--- src/rtl/multivalue_field_extract_defines.svh ---
// ---------------------------------------------------------------------------
// Multivalue field extract assertion macros
// Shared concurrent assertion forms for the extract datapath.
// ---------------------------------------------------------------------------
`ifndef MULTIVALUE_FIELD_EXTRACT_DEFINES_SVH
`define MULTIVALUE_FIELD_EXTRACT_DEFINES_SVH

// The consequent must hold in the same cycle as the antecedent.
`define MVFE_ASSERT_SAME(label, clk, rst_n, ante, cons) \
	label: assert property (@(posedge clk) disable iff (!rst_n) (ante) |-> (cons)) \
		else $error("mvfe: same-cycle check failed");

// The consequent must hold in the cycle after the antecedent.
`define MVFE_ASSERT_NEXT(label, clk, rst_n, ante, cons) \
	label: assert property (@(posedge clk) disable iff (!rst_n) (ante) |=> (cons)) \
		else $error("mvfe: next-cycle check failed");

`endif

--- src/rtl/mvfe_pkg.sv ---
// ---------------------------------------------------------------------------
// Multivalue field extract package
// Shared widths, register indexes and structures of the extract block.
// ---------------------------------------------------------------------------
package mvfe_pkg;

	localparam int unsigned IdxW   = 16;
	localparam int unsigned MarkW  = 8;
	localparam int unsigned ByteW  = 8;
	localparam int unsigned CfgIdW = 3;

	typedef logic [IdxW-1:0]   idx_t;
	typedef logic [MarkW-1:0]  mark_t;
	typedef logic [ByteW-1:0]  byte_t;
	typedef logic [CfgIdW-1:0] cfg_id_t;

	localparam cfg_id_t REG_ATTRIBUTE_INDEX = 3'd0;
	localparam cfg_id_t REG_VALUE_INDEX     = 3'd1;
	localparam cfg_id_t REG_SUBVALUE_INDEX  = 3'd2;
	localparam cfg_id_t REG_ATTRIBUTE_MARK  = 3'd3;
	localparam cfg_id_t REG_VALUE_MARK      = 3'd4;
	localparam cfg_id_t REG_SUBVALUE_MARK   = 3'd5;

	localparam mark_t ATTRIBUTE_MARK_RST = 8'd254;
	localparam mark_t VALUE_MARK_RST     = 8'd253;
	localparam mark_t SUBVALUE_MARK_RST  = 8'd252;

	typedef struct packed {
		idx_t  attribute_index;
		idx_t  value_index;
		idx_t  subvalue_index;
		mark_t attribute_mark;
		mark_t value_mark;
		mark_t subvalue_mark;
	} cfg_t;

	typedef struct packed {
		idx_t attribute_count;
		idx_t value_count;
		idx_t subvalue_count;
	} counts_t;

	localparam counts_t COUNTS_ZERO = '0;

endpackage

--- src/rtl/mvfe_select.sv ---
// ---------------------------------------------------------------------------
// Multivalue field extract selection logic
// Classifies one byte, decides whether it is kept and computes next counts.
// ---------------------------------------------------------------------------
module mvfe_select (
	input  mvfe_pkg::cfg_t    cfg,
	input  mvfe_pkg::counts_t counts,
	input  mvfe_pkg::byte_t   data,
	input  logic              last,
	output logic              keep,
	output mvfe_pkg::counts_t counts_next
);
	import mvfe_pkg::*;

	logic use_a, use_v, use_s;
	logic is_a, is_v, is_s;
	logic in_a, in_v, in_s;

	function automatic idx_t sat_inc(input idx_t c);
		sat_inc = (c == '1) ? c : c + idx_t'(1);
	endfunction

	always_comb begin
		use_a = cfg.attribute_index != '0;
		use_v = cfg.value_index != '0;
		use_s = (cfg.subvalue_index != '0) && (use_v || !use_a);

		is_a = data == cfg.attribute_mark;
		is_v = !is_a && (data == cfg.value_mark);
		is_s = !is_a && !is_v && (data == cfg.subvalue_mark);

		in_a = !use_a || (counts.attribute_count == cfg.attribute_index - idx_t'(1));
		in_v = !use_v || (counts.value_count == cfg.value_index - idx_t'(1));
		in_s = !use_s || (counts.subvalue_count == cfg.subvalue_index - idx_t'(1));

		keep = (use_a || use_v || use_s) && in_a && in_v && in_s
			&& !((is_a && use_a) || (is_v && use_v) || (is_s && use_s));
	end

	always_comb begin
		counts_next = counts;
		if (is_a) begin
			counts_next.attribute_count = sat_inc(counts.attribute_count);
			if (use_a) begin
				counts_next.value_count    = '0;
				counts_next.subvalue_count = '0;
			end
		end else if (is_v) begin
			counts_next.value_count = sat_inc(counts.value_count);
			if (use_v) begin
				counts_next.subvalue_count = '0;
			end
		end else if (is_s) begin
			counts_next.subvalue_count = sat_inc(counts.subvalue_count);
		end
		if (last) begin
			counts_next = COUNTS_ZERO;
		end
	end

endmodule

--- src/rtl/multivalue_field_extract.sv ---
// ---------------------------------------------------------------------------
// Multivalue field extract
// Flags the bytes of a multivalue record byte stream in one attribute/value/subvalue.
// ---------------------------------------------------------------------------
// Usage: record bytes enter on the s_ channel, one byte per beat, with s_tlast
// on the final byte of a record. Every input beat yields exactly one output
// beat on the m_ channel carrying the same byte, a keep flag in m_tuser and
// the record end in m_tlast. Selection indexes and mark codes are written
// through cfg_we/cfg_index/cfg_data while the stream is idle.
// An input beat reaches the output through one input register
// and one result register. Throughput is one beat per cycle while the receiver
// does not stall; the mark counters are updated between the two registers.
// Reset clears both stages, the mark counters and loads the default
// configuration (indexes zero, marks 254, 253 and 252). When the receiver
// stalls, the result register holds its beat and the input register keeps
// one more beat; s_tready drops only when both are full and m_tready is low.
// ---------------------------------------------------------------------------
`include "multivalue_field_extract_defines.svh"

module multivalue_field_extract (
	input  logic                    clk,
	input  logic                    arst_n,
	input  logic                    s_tvalid,
	output logic                    s_tready,
	input  mvfe_pkg::byte_t         s_tdata,   // [7:0] in_byte
	input  logic                    s_tlast,
	output logic                    m_tvalid,
	input  logic                    m_tready,
	output mvfe_pkg::byte_t         m_tdata,   // [7:0] out_byte
	output logic                    m_tuser,   // [0] keep
	output logic                    m_tlast,
	input  logic                    cfg_we,
	input  mvfe_pkg::cfg_id_t       cfg_index,
	input  mvfe_pkg::idx_t          cfg_data
);
	import mvfe_pkg::*;

	cfg_t    cfg_q;
	counts_t counts_q;
	counts_t counts_next;

	logic  valid_s1;
	byte_t data_s1;
	logic  last_s1;

	logic  valid_s2;
	byte_t data_s2;
	logic  keep_s2;
	logic  last_s2;

	logic  keep_c;
	logic  free_s2;
	logic  adv_s1;

	always_ff @(posedge clk or negedge arst_n) begin
		if (!arst_n) begin
			cfg_q.attribute_index <= '0;
			cfg_q.value_index     <= '0;
			cfg_q.subvalue_index  <= '0;
			cfg_q.attribute_mark  <= ATTRIBUTE_MARK_RST;
			cfg_q.value_mark      <= VALUE_MARK_RST;
			cfg_q.subvalue_mark   <= SUBVALUE_MARK_RST;
		end else if (cfg_we) begin
			unique case (cfg_index)
				REG_ATTRIBUTE_INDEX: cfg_q.attribute_index <= cfg_data;
				REG_VALUE_INDEX:     cfg_q.value_index     <= cfg_data;
				REG_SUBVALUE_INDEX:  cfg_q.subvalue_index  <= cfg_data;
				REG_ATTRIBUTE_MARK:  cfg_q.attribute_mark  <= cfg_data[MarkW-1:0];
				REG_VALUE_MARK:      cfg_q.value_mark      <= cfg_data[MarkW-1:0];
				REG_SUBVALUE_MARK:   cfg_q.subvalue_mark   <= cfg_data[MarkW-1:0];
				default: ;
			endcase
		end
	end

	assign free_s2  = !valid_s2 || m_tready;
	assign adv_s1   = valid_s1 && free_s2;
	assign s_tready = !valid_s1 || free_s2;

	always_ff @(posedge clk or negedge arst_n) begin
		if (!arst_n) begin
			valid_s1 <= 1'b0;
		end else if (s_tready) begin
			valid_s1 <= s_tvalid;
		end
	end

	always_ff @(posedge clk) begin
		if (s_tready && s_tvalid) begin
			data_s1 <= s_tdata;
			last_s1 <= s_tlast;
		end
	end

	mvfe_select u_select (
		.cfg         (cfg_q),
		.counts      (counts_q),
		.data        (data_s1),
		.last        (last_s1),
		.keep        (keep_c),
		.counts_next (counts_next)
	);

	always_ff @(posedge clk or negedge arst_n) begin
		if (!arst_n) begin
			counts_q <= COUNTS_ZERO;
		end else if (adv_s1) begin
			counts_q <= counts_next;
		end
	end

	always_ff @(posedge clk or negedge arst_n) begin
		if (!arst_n) begin
			valid_s2 <= 1'b0;
		end else if (free_s2) begin
			valid_s2 <= valid_s1;
		end
	end

	always_ff @(posedge clk) begin
		if (adv_s1) begin
			data_s2 <= data_s1;
			keep_s2 <= keep_c;
			last_s2 <= last_s1;
		end
	end

	assign m_tvalid = valid_s2;
	assign m_tdata  = data_s2;
	assign m_tuser  = keep_s2;
	assign m_tlast  = last_s2;

	`MVFE_ASSERT_NEXT(a_counts_clear_at_end, clk, arst_n, adv_s1 && last_s1,
		counts_q == COUNTS_ZERO)
	`MVFE_ASSERT_NEXT(a_no_keep_without_index, clk, arst_n,
		adv_s1 && cfg_q.attribute_index == '0 && cfg_q.value_index == '0
		&& cfg_q.subvalue_index == '0, !m_tuser)
	`MVFE_ASSERT_SAME(a_hold_when_stalled, clk, arst_n, m_tvalid && !m_tready,
		!adv_s1)

endmodule

--- config.mk ---
export PLATFORM = sky130hd
export DESIGN_NAME = multivalue_field_extract
export DESIGN_NICKNAME = d
export VERILOG_FILES = /design/src/rtl/mvfe_pkg.sv /design/src/rtl/mvfe_select.sv /design/src/rtl/multivalue_field_extract.sv
export VERILOG_INCLUDE_DIRS = /design/src /design/src/rtl
export SDC_FILE = /design/constraint.sdc
export NUM_CORES = 1
export LEC_CHECK = 0
export CORE_MARGIN = 2
export CORE_UTILIZATION = 40
export CTS_CLUSTER_SIZE = 20
export DETAILED_ROUTE_END_ITERATION = 8
export DONT_BUFFER_PORTS = 1
export GPL_ROUTABILITY_DRIVEN = 0
export SLEW_MARGIN = 25
export SYNTH_ARGS = -nofsm -noshare
export SYNTH_HDL_FRONTEND = slang
export SYNTH_SLANG_ARGS = --single-unit
export TNS_END_PERCENT = 100
--- constraint.sdc ---
create_clock -name clk -period 5.8 [get_ports clk]
set_input_delay 0.58 -clock clk [delete_from_list [all_inputs] [get_ports clk]]
set_output_delay 0.58 -clock clk [all_outputs]
set_load 0.02 [all_outputs]
# ---- After elaboration in Yosys (flattened, before gate mapping)
# Index checks and enable logic that the tools add are counted.
dict set report word_totals {
  elab_cells 99
  ff_bits 141
  in_bits 33
  out_inout_bits 12
}
dict set report op_classes {
  eq_ne 19
  n_mux 11
  reduce_logical 47
  n_addsub 6
}
# operator n
set op_table {}
lappend op_table {{$mux 16} 8}
lappend op_table {{$mux 32} 2}
lappend op_table {{$add 16x1->16 const B} 3}
lappend op_table {{$eq 16x16->1} 3}
lappend op_table {{$eq 16x16->1 const B} 3}
lappend op_table {{$mux 48} 1}
lappend op_table {{$reduce_bool 16->1} 3}
lappend op_table {{$sub 16x1->16 const B} 3}
lappend op_table {{$eq 8x8->1} 3}
lappend op_table {{$logic_and 1x1->1} 13}
lappend op_table {{$reduce_and 2->1} 6}
lappend op_table {{$logic_or 1x1->1} 10}
lappend op_table {{$logic_not 1->1} 8}
lappend op_table {{$ne 4x2->1 const B} 2}
lappend op_table {{$eq 3x2->1 const B} 2}
lappend op_table {{$eq 3x3->1 const B} 2}
lappend op_table {{$ne 3x2->1 const B} 2}
lappend op_table {{$reduce_and 5->1} 1}
lappend op_table {{$reduce_and 4->1} 1}
lappend op_table {{$reduce_bool 4->1} 1}
lappend op_table {{$eq 3x1->1 const B} 1}
lappend op_table {{$logic_not 3->1} 1}
lappend op_table {{$reduce_and 3->1} 1}
lappend op_table {{$reduce_bool 3->1} 1}
lappend op_table {{other kinds (2)} 2}

# ---- Logic depth before layout (Yosys ltp)
# Gate-level depths: netlist of run 1.
dict set report logic_depth {
  depth_word 10
  mapped_depth 11
  mapped_depth_nobuf 10
}

# ---- Modules after synthesis
# From an unflattened synthesis of run 1, not the netlist that was laid out.
dict set report hier_totals {
  hier_cells 811
  area_unflattened_um2 8580.7
}
# mod area_per_inst_um2 instances seq_area_each_um2 cells_per_inst
set by_module_without_submodules {}
lappend by_module_without_submodules {multivalue_field_extract 5252.5 1 3648.5 287}
lappend by_module_without_submodules {mvfe_select 3328.2 1 0.0 524}

# ---- Worst setup path before layout of run 1
# OpenSTA, ideal clock, no wires.
dict set report synth_timing {
  kind {register to register}
  start {reg cfg_q[27] in the netlist's numbering}
  end {reg keep_s2, in the netlist m_tuser (data pin)}
  required_time_ns 5.667
  synth_period_minus_slack_ns 2.839
  path_buffers 0
  slack_ns 2.961
  arrival_time_ns 2.705
  stages_incl_launch_ff 9
  setup_ns 0.133
  path_cell_list {dfrtp_1 -> nor4_4 -> nand3_4 -> or3b_1 -> a211o_1 -> a2111oi_2 -> nand4_1 -> a2111oi_2 -> o221a_1}
}
dict set report synth_via {
  elab_chain_len 7
  word_cells_on_any_way 14
  classes_between {add/sub (1); eq/ne (1); reduce/logical (12)}
}
# element line_no
set synth_rtl {}
lappend synth_rtl {{from (decl)} multivalue_field_extract.sv:38} ;# cfg_t cfg_q;
lappend synth_rtl {{parallel branches: the longest is 6 deep, another holds $sub 16x1->16} -}
lappend synth_rtl {{$logic_and 1x1->1 (*)} mvfe_select.sv:37} ;# && !((is_a && use_a) || (is_v && use_v) || (is_s && use_s));
lappend synth_rtl {{net keep_c} multivalue_field_extract.sv:51} ;# logic keep_c;
lappend synth_rtl {{to (signal assigned)} multivalue_field_extract.sv:123} ;# keep_s2 <= keep_c;
lappend synth_rtl {{to (decl)} multivalue_field_extract.sv:48} ;# logic keep_s2;
# Mark *: on every way through the listed nets, which the timed path passes.
# A chain may end at the register's enable or synchronous reset.

# ---- Worst setup path after layout of run 1
dict set report layout_timing {
  start {reg cfg_q[56] in the netlist's numbering}
  end {reg keep_s2, in the netlist m_tuser (data pin)}
}
dict set report layout_via {
  elab_chain_len 9
  word_cells_on_any_way 20
  classes_between {add/sub (1); eq/ne (1); reduce/logical (18)}
}
# element line_no
set layout_rtl {}
lappend layout_rtl {{parallel branches: the longest is 8 deep, another holds $sub 16x1->16} -}
lappend layout_rtl {{$logic_and 1x1->1 (*)} mvfe_select.sv:37}
lappend layout_rtl {{net keep_c} multivalue_field_extract.sv:51}
# Marked as above.

==> flow_summary.json, run 1 <==
{
  "synth_top_family_by_area": "simple AND/OR/NAND/NOR gates",
  "p_per_area_nw_per_um2": 347.0,
  "met3_usage": 0.03799,
  "hold_viol": 0,
  "first_pass_iters": 5,
  "cap_violations": 0,
  "slew_violations": 0,
  "die_h_microns": 143.6,
  "cell_internal_pwr_mw": 2.222,
  "finClkSkew_ns": 0.009360,
  "leakage_nw": 3.401,
  "maxSlewHeadroom": 0.3633,
  "power_frac_seq": 0.430,
  "power.switching_mw": 0.8292,
  "start_kind": "register",
  "die-area_sq_um": 20630,
  "seq_area_sq_um": 3649,
  "post-route-period-util": 0.5820,
  "htreeDepth": 4,
  "worstPathArrival_ns": 3.67,
  "gr-total-overflow": 0,
  "ys_warn_count": 0,
  "p_comb_frac": 0.164,
  "antenna_found_initial": 0,
  "fin_crit_ns": 3.376,
  "synthFlopType": "dfrtp_1",
  "muxShareOfSynthArea": 0.09915,
  "met1_usage": 0.2525,
  "initial_core_util": 0.4047,
  "rsz0062_at_grt": "no",
  "hpwl_microns": 12950,
  "die_w_microns": 143.6,
  "routed_wirelength_microns": 18550,
  "drt_iter0_drc": 334,
  "routed_via_density": 5.497,
  "grt_use_total": 0.1906,
  "grt_max_degree": 109,
  "via_count": 5684,
  "ctsResizeCount": 0,
  "rows": 51,
  "synth_adder_area_share": 0.009626,
  "whs_ns": 0.07908,
  "synth_top_area_frac": 0.3273,
  "synth-seq-cells": 141,
  "grt_busiest_layer": "met2",
  "tightest_slew_ns": 0.9551,
  "netlist_area_sq_um": 7799,
  "hp-class": "primary input to asynchronous set/reset pin",
  "synth_edf_count": 19,
  "yosysTopAreaCell": "dfrtp_1",
  "synth-xor-area-share": 0.1190,
  "path_clk_slew_ns": 0.06,
  "grt_pass1_vias": 5591,
  "crit_path_end_kind": "register",
  "synth_area_per_cell_sq_um": 10.37,
  "ys_seq_area_frac": 0.4678,
  "cts_buffer_depth": 2,
  "tritoncts": "done",
  "grt_pass1_wl_microns": 30110,
  "fmax_mhz": 296.2,
  "ir_drop_mv": 0.1485,
  "area_delta_synth_final_pct": 12.75,
  "cts-buffers-inserted": 17,
  "nFillCells": 1845,
  "use_met2": 0.3120,
  "synth_nets": 791,
  "ys_async_sr_fraction": 0.8652,
  "root_buffer": "clkbuf_16",
  "syn_inst": 752,
  "worstPathRequired_ns": 6.10,
  "cp_max_fo": 7,
  "p_clk_frac": 0.406,
  "synth_compound_gate_area_share": 0.09883,
  "wire_per_inst_microns": 17.94,
  "worstSetupStartpoint": "cfg_q[56]",
  "num_antenna_cells": 0,
  "core_sq_um": 19270,
  "nets": 795,
  "r2r-start": "cfg_q[56]",
  "cts_sinks": 141,
  "synthTopCellsByArea": "dfrtp_1 33%, mux2_2 9.5%, edfxtp_1 7.3%",
  "ant_nets": 0,
  "finalSetupViolations": 0,
  "yosys.area_share.simple": 0.1842,
  "ys_types": 69,
  "path_class": "register to register",
  "io_buffers": 0,
  "status": "complete, no violations",
  "fin_tns_setup_ns": 0,
  "io-pin-count": 45,
  "clock_latency_ns": 0.42,
  "multi_input_area_sq_um": 3995,
  "drc": 0,
  "p_sw_frac": 0.2718,
  "drive_above_1_share": 0.1782
}
## power by group through the flow
stage | combinational (mW) | sequential, mW | clock, mW
final | 0.501 | 1.31 | 1.24
after global routing | 0.560 | 1.34 | 1.31
after CTS | 0.506 | 1.31 | 1.26
after detailed placement | 0.480 | 1.33 | 0
after global placement | 0.473 | 1.32 | 0
after floorplan | 0.423 | 1.28 | 0
## cell usage after synthesis (7+ instances only)
cell      number
a21oi_1       20
and3_1        16
clkbuf_1      17
dfrtp_1      102
dfstp_2       20
edfxtp_1      19
inv_1         18
mux2_2        66
nand2_1       51
nand2b_1      10
nand3_1       28
nand4_1       24
nor2_1        60
nor3_1        15
nor4_1        17
o21ai_0       42
o21ai_1        7
o31ai_1       10
or3_1          9
xnor2_1       59
xor2_1        47
## path summary, 6_finish.rpt
path | to | cells past startpoint | slack [ns]
min reg2reg | m_tvalid | 1 | 0.52
min in group clk | data_s1[3] | 0 | 0.25
max | m_tuser | 9 | 2.42
min | cfg_q[1] | 1 | 0.08
max reg2reg | m_tuser | 9 | 2.42
max in group asynchronous | cfg_q[20] | 1 | 4.76
## logic make-up after synthesis
group                    count (synthesis)
AO/OA/AOI/OAI                          121
XOR/XNOR                               106
adder cells (fa/ha/maj)                  6
buffers and inverters                   41
flip-flops                             141
multiplexers                            69
AND/OR/NAND/NOR                        268
## layout by cell type (no fill, tap or decap), types with 19 or more instances in the layout
| cell | synthesis | routed |
|---|---|---|
| nand4_1 | 24 | 24 |
| nor2_1 | 60 | 59 |
| edfxtp_1 | 19 | 19 |
| dfstp_2 | 20 | 20 |
| nand3_1 | 28 | 28 |
| o21ai_0 | 42 | 42 |
| a21oi_1 | 20 | 20 |
| dfrtp_1 | 102 | 102 |
| mux2_2 | 66 | 66 |
| nand2_1 | 51 | 51 |
| xor2_1 | 47 | 47 |
| xnor2_1 | 59 | 59 |
## worst max-delay path: stages, from the launching register on
cell	delay [ns]
dfrtp_1	0.42
inv_1	0.09
ha_1	0.27
nor3b_1	0.56
nand3_1	0.34
or4_1	0.52
o31ai_1	0.26
a21oi_1	0.10
nor4_1	0.44
o221a_1	0.25
## through the flow
step	setup WS, ns	instance area, sq um	instances	utilization	total power, mW
finish	2.424	8793	1034	0.4563	3.051
floorplan	2.961	7799	752	-	1.701
detailed placement	2.531	8084	1000	0.4195	1.807
global placement	2.433	8078	1000	0.4192	1.796
global route	2.198	8793	1034	0.4563	3.204
CTS	2.496	8793	1034	0.4563	3.076
## final cells by class
class / count / share of cell area
clock inverter: 9 / 0.02077
sequential: 141 / 0.4149
tap: 265 / 0.03771
clock buffer: 23 / 0.05563
multi-input combinational: 570 / 0.4543
timing repair buffer: 7 / 0.008537
inverter: 19 / 0.008110
## timing repair
item                      CTS  global route
hold buffers                2             0
hold endpoints to repair  108             0
setup buffers               0             0
## per-layer routing
| layer | vias to the layer above | wire length (microns) | part of all wire |
|---|---|---|---|
| met5 | - | 0 | 0 |
| met4 | 0 | 338 | 0.018 |
| met2 | 106 | 8862 | 0.48 |
| met1 | 2803 | 8687 | 0.47 |
| met3 | 28 | 663 | 0.036 |
| li1 | 2747 | - | - |
## state kept, by name, indices dropped and copies added, names as in the netlist
name,flops
cfg_q,72
counts_q,48
data_s1,8
last_s1,1
m_tdata,8
m_tlast,1
m_tuser,1
m_tvalid,1
valid_s1,1
(Power assumes the default switching activity.)
==> run 2, diff against run 1 <==
--- a/config.mk
+++ b/config.mk
@@ -6,6 +6,7 @@
 export SDC_FILE = /design/constraint.sdc
 export NUM_CORES = 1
 export LEC_CHECK = 0
+export ABC_AREA = 1
 export CORE_MARGIN = 2
 export CORE_UTILIZATION = 40
 export CTS_CLUSTER_SIZE = 20
==> constraint.sdc (replaced) <==
create_clock -name clk -period 3.04 [get_ports clk]
set_input_delay 0.304 -clock clk [delete_from_list [all_inputs] [get_ports clk]]
set_output_delay 0.304 -clock clk [all_outputs]
set_load 0.02 [all_outputs]
==> run 2 against run 1 <==
Against the previous run:
- the run now ends with negative hold slack left
- sequential cell count is the same
- register-to-register slack got worse by 1.9 ns
- sequential share of layout area is 3.9 points lower
- hold slack got worse by 0.52 ns
- critical path type unchanged
- largest cell class unchanged
- largest power group unchanged
==> flow_summary.json, run 2 <==
{
  "status": "finished with violations",
  "violations": "negative hold slack",
  "netlist_area_sq_um": 8756,
  "cts_sinks": 141,
  "die-area_sq_um": 23090,
  "rows": 54,
  "finClkSkew_ns": 0.01427,
  "grt_use_total": 0.1966,
  "worstPathArrival_ns": 2.70,
  "synth_area_per_cell_sq_um": 7.660,
  "synth_adder_area_share": 0.008574,
  "synth_nets": 1182,
  "fmax_mhz": 399.4,
  "nFillCells": 2215,
  "gr-total-overflow": 0,
  "clock_latency_ns": 0.44,
  "whs_ns": -0.4417,
  "area_delta_synth_final_pct": 10.75,
  "p_comb_frac": 0.221,
  "ant_nets": 0,
  "reg_top3": "cfg_q x72, counts_q x48",
  "ys_async_sr_fraction": 0.8652,
  "synth_most_common_cell": "nand2_1",
  "routed_wirelength_microns": 22000,
  "crit_path_end_kind": "register",
  "p_clk_frac": 0.359,
  "die_h_microns": 152.0,
  "num_antenna_cells": 0,
  "post-route-period-util": 0.8236,
  "grt_pass1_wl_microns": 36430,
  "power_frac_seq": 0.421,
  "synth-xor-area-share": 0.08217,
  "wire_per_inst_microns": 15.28,
  "yosys.area_share.simple": 0.3239,
  "power.switching_mw": 2.203,
  "multi_input_area_sq_um": 4476,
  "initial_core_util": 0.4050,
  "maxSlewHeadroom": 0.4243,
  "hold_viol": 122,
  "largest_reg_flops": 72,
  "root_buffer": "clkbuf_16",
  "fin_crit_ns": 2.504,
  "hp-class": "primary input to asynchronous set/reset pin",
  "synth_edf_count": 19,
  "via_count": 7290,
  "synthFlopType": "dfrtp_1",
  "final_area_sq_um": 9697,
  "start_kind": "register",
  "grt_pass1_vias": 6950,
  "ys_warn_count": 0,
  "fin_tns_setup_ns": 0,
  "io_buffers": 0,
  "synth_compound_gate_area_share": 0.09646,
  "io-pin-count": 45,
  "slew_violations": 0,
  "path_class": "register to register",
  "yosysTopAreaCell": "dfrtp_1",
  "synth-seq-cells": 141,
  "cts_hold_buf": 10,
  "core_sq_um": 21620,
  "cts_buffer_depth": 2,
  "antenna_found_initial": 0,
  "p_per_area_nw_per_um2": 627.3,
  "grt_max_degree": 123,
  "drt_iter0_drc": 564,
  "tritoncts": "done",
  "drive_above_1_share": 0.1164,
  "regMostFlops": "cfg_q",
  "cts_setup_buffers": 0,
  "synth_top_family_by_area": "simple AND/OR/NAND/NOR gates",
  "synth_common_cells": "319 x nand2_1, 123 x nor2_1, 109 x inv_1, 102 x dfrtp_1, 89 x o21ai_0",
  "nets": 1186,
  "seq_area_sq_um": 3649,
  "r2r-start": "data_s1[4]",
  "die_w_microns": 152.0,
  "hpwl_microns": 16040,
  "worstSetupStartpoint": "data_s1[4]",
  "syn_inst": 1143,
  "tightest_slew_ns": 0.8614,
  "path_clk_slew_ns": 0.08,
  "routed_via_density": 5.063,
  "ys_types": 50,
  "first_pass_iters": 7,
  "cp_max_fo": 7,
  "leakage_nw": 4.405,
  "final_cell_mix": "319 x nand2_1, 123 x nor2_1, 109 x inv_1, 102 x dfrtp_1, 89 x o21ai_0",
  "finalSetupViolations": 0,
  "cts-buffers-inserted": 17,
  "ir_drop_mv": 0.3213,
  "muxShareOfSynthArea": 0,
  "dpl-instance-area_sq_um": 8957,
  "cap_violations": 0,
  "final_common_cell": "nand2_1",
  "worstPathRequired_ns": 3.24,
  "ctsResizeCount": 0,
  "rsz0062_at_grt": "no",
  "p_sw_frac": 0.3621,
  "synthTopCellsByArea": "dfrtp_1 29%, nand2_1 14%, edfxtp_1 6.5%",
  "drc": 0,
  "cell_internal_pwr_mw": 3.881,
  "htreeDepth": 4,
  "synth_top_area_frac": 0.2915,
  "ys_seq_area_frac": 0.4167
}
-- run 2: area by class of cell --
type | instances | share of cell area
Clock buffer | 17 | 0.04387
Inverter | 118 | 0.04594
Multi-Input combinational cell | 854 | 0.4615
Clock inverter | 15 | 0.02206
Sequential cell | 141 | 0.3763
Timing Repair Buffer | 15 | 0.01419
Tap cell | 280 | 0.03613
-- run 2: path summary, 6_finish.rpt --
kind                          endpoint  slack, ns  depth (start not counted)
max in group asynchronous     cfg_q[8]       3.26                          0
hold reg to reg              cfg_q[18]       0.50                          2
min in group clk              m_tvalid       0.05                          3
setup / recovery               m_tuser       0.54                         11
hold / removal             counts_q[5]      -0.44                          0
setup reg to reg               m_tuser       0.54                         11
-- run 2: kinds of logic after synthesis --
logic type      count (synthesis)
fa+ha+maj                       6
flops                         141
compound gates                142
xor+xnor                       79
simple gates                  627
buf+inv                       148
-- run 2: stage by stage --
step | power, mW | setup WS, ns | cells | utilization | hold slack [ns]
after floorplan | 3.619 | 1.067 | 1143 | - | 0.008409
after global placement | 3.894 | 0.6671 | 1398 | 0.4143 | 0.01212
after detailed placement | 3.922 | 0.6145 | 1398 | 0.4143 | 0.01431
after CTS | 6.129 | 0.5813 | 1440 | 0.4485 | -0.4599
after global routing | 6.457 | 0.3648 | 1440 | 0.4485 | -0.4598
final | 6.083 | 0.5362 | 1440 | 0.4485 | -0.4417
-- run 2: metal layers --
layer,routed length (microns),global-route usage,part of all wire,vias to the layer above
met2,10370,0.3155,0.47,134
met3,689,0.03023,0.031,35
met5,0,0,0,-
li1,-,-,-,3704
met1,10440,0.2696,0.47,3417
met4,507,0.07343,0.023,0
-- run 2: power by group through the flow --
stage | Sequential, mW | Clock (mW) | Combinational, mW
4_1_cts | 2.56 | 2.22 | 1.35
2_1_floorplan | 2.49 | 0 | 1.13
6_report | 2.56 | 2.18 | 1.34
5_1_grt | 2.61 | 2.30 | 1.55
3_5_place_dp | 2.59 | 0 | 1.33
3_3_place_gp | 2.59 | 0 | 1.30
-- run 2: critical path: stages, from the launching register on --
cell,delay (ns)
edfxtp_1,0.48
xor2_1,0.20
nor2_1,0.27
nand2_1,0.09
nor2_1,0.49
nand2_1,0.33
nand3_1,0.14
nor2_1,0.05
nand2_1,0.05
nand2_1,0.04
nand2_1,0.06
nor2_1,0.05
